## config.mk

```make
export PLATFORM = sky130hd
export DESIGN_NAME = ati_fifo
export DESIGN_NICKNAME = d
export VERILOG_FILES = /design/src/rtl/core/affine_transform_inverse_defines.svh /design/src/rtl/core/ati_fifo.sv
export SDC_FILE = /design/constraint.sdc
export NUM_CORES = 1
export LEC_CHECK = 0
export ABC_AREA = 1
export BUFFER_PORTS_ARGS = -buffer_cell sky130_fd_sc_hd__buf_4
export CAP_MARGIN = 30
export CORE_MARGIN = 5
export CORE_UTILIZATION = 35
export CTS_CLUSTER_SIZE = 12
export DETAILED_ROUTE_END_ITERATION = 8
export SYNTH_ARGS = -nofsm -noshare
export SYNTH_HDL_FRONTEND = slang
export SYNTH_SLANG_ARGS = --single-unit
```

## constraint.sdc

```tcl
create_clock -name i_clk -period 1.9 [get_ports i_clk]
set_input_delay 0.38 -clock i_clk [delete_from_list [all_inputs] [get_ports i_clk]]
set_output_delay 0.38 -clock i_clk [all_outputs]
set_load 0.01 [all_outputs]
```

## src/rtl/core/affine_transform_inverse_defines.svh

```systemverilog
// assertion macros for the affine transform inverse block
// used by the rtl files under rtl/core that carry assertions
`ifndef AFFINE_TRANSFORM_INVERSE_DEFINES_SVH
`define AFFINE_TRANSFORM_INVERSE_DEFINES_SVH
`ifndef SYNTH
// same-cycle implication
`define ATI_ASSERT_IMP(lbl, clk, rst_n, ante, cons) \
    lbl: assert property (@(posedge clk) disable iff (!rst_n) (ante) |-> (cons)) \
        else $error("assertion failed");
// next-cycle implication
`define ATI_ASSERT_NXT(lbl, clk, rst_n, ante, cons) \
    lbl: assert property (@(posedge clk) disable iff (!rst_n) (ante) |=> (cons)) \
        else $error("assertion failed");
`else
`define ATI_ASSERT_IMP(lbl, clk, rst_n, ante, cons)
`define ATI_ASSERT_NXT(lbl, clk, rst_n, ante, cons)
`endif
`endif

```

## src/rtl/core/ati_fifo.sv

```systemverilog
// small register queue, used for the input and result sides
// depends on nothing but its parameters
module ati_fifo #(
    parameter int W     = 8,
    parameter int DEPTH = 2
) (
    input  logic         i_clk,
    input  logic         i_rst_n,
    input  logic         i_push,
    input  logic [W-1:0] i_wdata,
    output logic         o_full,
    input  logic         i_pop,
    output logic [W-1:0] o_rdata,
    output logic         o_empty
);
    localparam int AW    = (DEPTH > 1) ? $clog2(DEPTH) : 1;
    localparam int CNT_W = $clog2(DEPTH + 1);

    logic [W-1:0]     r_mem [DEPTH];
    logic [AW-1:0]    r_wp;
    logic [AW-1:0]    r_rp;
    logic [CNT_W-1:0] r_cnt;
    logic             push_ok;
    logic             pop_ok;

    assign o_full  = (r_cnt == CNT_W'(DEPTH));
    assign o_empty = (r_cnt == '0);
    assign o_rdata = r_mem[r_rp];
    assign push_ok = i_push && !o_full;
    assign pop_ok  = i_pop && !o_empty;

    always_ff @(posedge i_clk) begin
        if (!i_rst_n) begin
            r_wp  <= '0;
            r_rp  <= '0;
            r_cnt <= '0;
        end else begin
            if (push_ok) begin
                r_mem[r_wp] <= i_wdata;
                r_wp <= (r_wp == AW'(DEPTH - 1)) ? '0 : r_wp + 1'b1;
            end
            if (pop_ok) begin
                r_rp <= (r_rp == AW'(DEPTH - 1)) ? '0 : r_rp + 1'b1;
            end
            unique case ({push_ok, pop_ok})
                2'b10:   r_cnt <= r_cnt + 1'b1;
                2'b01:   r_cnt <= r_cnt - 1'b1;
                default: r_cnt <= r_cnt;
            endcase
        end
    end
endmodule

```

== Word-level counts from Yosys, hierarchy flattened ==
Memories as Yosys holds them, arrays and structs flattened. A register that Yosys moved wholly into a read port is not among the register bits.
Index checks and enable logic that the tools add are counted.
Storage, ports and cells
  bits in registers: 4
  RAM bits: 16
  input port bits: 12
  output and inout port bits: 10
  logic and storage cells: 25
  memories kept: 1
Operators by class
  $add $sub $neg: 4
  equal/unequal tests: 3
  mux-type cells: 8
  reductions and logical operators: 6
Memories
  r_mem: words 2, width 8, rd ports 1, clocked after memory_dff 1, wr ports 1, line ati_fifo.sv:19  | logic [W-1:0] r_mem [DEPTH];
Operators by type and width (count)
  two-way mux 1 bit: 7
  == test 2 bit (second input constant): 2
  case mux 2 bit (2 select lines): 1
  adder 1 bit (second input constant): 2
  adder 2 x 1 -> 2 bit (second input constant): 1
  == test 2 x 1 -> 1 bit (second input constant): 1
  logical AND 1 bit: 2
  zero test 1 bit: 2
  zero test 2 bit: 1
  nonzero test 2 bit: 1
  subtractor 2 x 1 -> 2 bit (second input constant): 1

== Depth between registers and ports, before layout ==
  depth in word-level cells: 6
  mapped depth: 10

== Worst setup path after synthesis ==
OpenSTA, ideal clock, no wires.
  kind: flip-flop to flip-flop
  start: register r_cnt[0]
  end: memory r_mem[1][0], enable pin
  setup time: 0.383 ns
  arrival: 1.104 ns
  required time: 1.517 ns
  slack: 0.412 ns
  cell stages (with the launch flop): 3
  path buffers: 0
  cells stage by stage: dfxtp_1 -> o21ai_2 -> nor3_1
Between the ends
  cells in the longest elaborated chain, start to end: 6
RTL lines
  start: declaration: line ati_fifo.sv:22  | logic [CNT_W-1:0] r_cnt;
  start signal: assignment: line ati_fifo.sv:46  | 2'b10: r_cnt <= r_cnt + 1'b1;
  start signal: assignment: line ati_fifo.sv:47  | 2'b01: r_cnt <= r_cnt - 1'b1;
  start signal: assignment: line ati_fifo.sv:48  | default: r_cnt <= r_cnt;
  == test 2 bit: line ati_fifo.sv:26  | assign o_full = (r_cnt == CNT_W'(DEPTH));
  zero test 1 bit: line ati_fifo.sv:29  | assign push_ok = i_push && !o_full;
  logical AND 1 bit: line ati_fifo.sv:29
  two-way mux 1 bit: line ati_fifo.sv:38  | if (push_ok) begin
  two-way mux 1 bit: line ati_fifo.sv:33  | if (!i_rst_n) begin
  two-way mux 1 bit (not written as such): line ati_fifo.sv:39  | r_mem[r_wp] <= i_wdata;
  end: declaration: line ati_fifo.sv:19
No other way between the ends.

==> summary.txt <==
Status
  – Status: complete, no violations

Routing
  – Final ANT Viol Nets: 0
  – Post-route DRC violation count: 0
  – Drt pass-1 iters: 4
  – Total wire length: 1347 um
  – Routed vias: 530
  – Drt wl/cell: 11.42 um
  – Initial DRC count: 10
  – Vias per cell: 4.492

Synthesis
  – Yosys cell types: 17
  – Sequential share of the synthesized area: 69.57%
  – Area leader, netlist: edfxtp_1
  – Syn Nets: 77
  – Yosys top cell area share: 57.57%
  – Syn_area_per_cell: 13.04 um2
  – Syn Std Cell Area: 834.6 um2
  – Top post-synthesis cells by area: edfxtp_1, dfxtp_1, mux2_2
  – Cells after Synth: 64
  – Synthesis-stage register bit count: 21
  – Warning count from the yosys run: 0

Finish
  – Commonest non-fill, non-tap cell in the layout: buf_4
  – Most frequent cells in the layout: buf_4, edfxtp_1, nor2_1, mux2_2, nand2_1
  – Area grow syn2layout: 27.44%
  – Proportion of layout cells with a drive suffix above 1: 42.22%
  – Ant. Diodes: 0
  – Fin cells: 118
  – Final core occ: 47.17%
  – Fin nets: 104
  – Final Cell Area: 1064 um2

Worst setup path
  – CP cell instances: mux2_2 > buf_4
  – Reg2reg start: r_cnt[0]
  – Critical Path Fanout Max: 8
  – CP Launch Type: flop
  – Critical path buffers and inverters: 1
  – Kind of cell adding the most delay to the critical path: flip-flops
  – CP Capture Type: output pin
  – Slowest cell on crit path: dfxtp_1
  – CP arrival: 1.36 ns
  – R2R setup slack: 0.48 ns
  – CP required: 1.52 ns
  – Worst Setup Path Type: flop to output pin
  – CP peak stage delay: 0.54 ns

Timing
  – Setup Skew: 0.003124 ns
  – Final setup vio count: 0
  – Final worst path period need: 1.740 ns
  – Sum Neg Setup Slack: 0 ns
  – Final count of pins violating max slew: 0
  – Unrepaired setup endpoints after global routing: false
  – Final hold slack: 0.2695 ns
  – Rel. slew slack: 74.17%
  – Final Hold Viols: 0
  – Final worst setup slack: 0.1604 ns
  – Fin crit share: 91.56%
  – Measured slew at the worst slew-check pin: 0.3845 ns
  – Highest Clock Rate: 574.8 MHz

Global routing
  – GR Util All Layers: 9.257%
  – First-pass GRT wire length: 2408 um
  – Vias in the first global route: 580
  – Initial antenna violation count: 0
  – Largest net degree at the start of global routing: 12
  – Total gr overflow: 0

Power and ir drop
  – Pwr Density: 1021 nW/um2
  – Leak: 0.4333 nW
  – Overall power: 1.086 mW
  – VDD IR-drop max: 559.1 uV

CTS
  – Sink Count: 21
  – CTS root buf: clkbuf_4
  – Worst-case clock buffer depth: 2
  – Num CTS Buffers: 3
  – CTS Hold Bufs: 0
  – Worst-Skew Late Latency: 0.29 ns
  – Htree depth: 1
  – Post-cts sizing count: 0
  – Postcts setup bufs: 0
  – CTS tree: done
  – Worst-path clk slew: 0.11 ns

Placed design
  – Port Buffers: 21
  – Detail Placement HPWL: 1058 um
  – Routability Congestion: 0.6766
  – Setup slack at placement: 0.4622 ns
  – Dpl cell area: 1037 um2
  – Placed Cells: 114

Die
  – IO Count: 22
  – Row cnt: 17
  – Die Ht: 58.83 um
  – Die Wd: 58.83 um
  – Total die area: 3461 um2
  – Placeable Area: 2255 um2
  – Initial core utilization: 37.01%

Job
  – Max-cap viol count: 0

Worst hold path
  – Hold Crit Class: input pin to flop
  – HP Start: i_wdata[6]
final timing paths:
check	endpoint	cells after the start
min	r_mem[1][6]	1
max reg2reg	r_cnt[1]	10
max	o_rdata[4]	2
min reg2reg	r_wp	2
flip-flops by register name, indices dropped and copies added, names as in the netlist, named ones only:
signal / cells
r_cnt: 2
r_mem: 16
r_rp: 1
r_wp: 1
layout make-up:
cell class	count	area (um2)
Clock buffer	4	26.28
Fill cell	224	1191
Inverter	8	30.03
Multi-Input combinational cell	34	219.0
Sequential cell	21	580.6
Tap cell	28	35.03
Timing Repair Buffer	23	172.7
Yosys cell counts:
master and count:
nor3_1 1, o21ai_0 1, buf_2 1, mux2_2 8, ha_1 1, nand2_1 7, nor2_1 9, nand3_1 2
inv_2 2, o21ai_1 1, nor2_4 1, nand4_1 1, edfxtp_1 16, dfxtp_1 5, o21ai_2 1, a21oi_1 1
inv_1 6
worst reg2reg max path, cell delays in order, from the launching register on:
cell and delay, ns:
dfxtp_1 0.44, inv_2 0.07, nand2_1 0.11, inv_2 0.06, nor2_4 0.08, ha_1 0.25, inv_1 0.09, nand2_1 0.06
nor2_1 0.08, nor2_1 0.04, nor2_1 0.09
cells by family after synthesis:
group | after synthesis | share of synthesized area (%)
multiplexers | 8 | 10.80
adder cells (fa/ha/maj) | 1 | 1.499
AO/OA/AOI/OAI | 4 | 2.847
buffers and inverters | 9 | 4.197
flip-flops | 21 | 69.57
AND/OR/NAND/NOR | 21 | 11.09
per-layer routing:
layer,vias to the layer above,share of wire [%],wire length [um],global-route usage [%]
met3,2,5.9,80,2.632
li1,272,-,-,-
met2,16,49,656,15.30
met5,-,0,0,0
met1,240,44,596,10.81
met4,0,1.0,14,4.854
where the power goes:
group	internal, mW	leakage [nW]	switching [mW]	total [mW]
registers	0.546	0.188	0.0384	0.584
clock network	0.0815	0.0150	0.118	0.199
logic	0.151	0.230	0.152	0.302
Power figures use the tool's default switching activity.
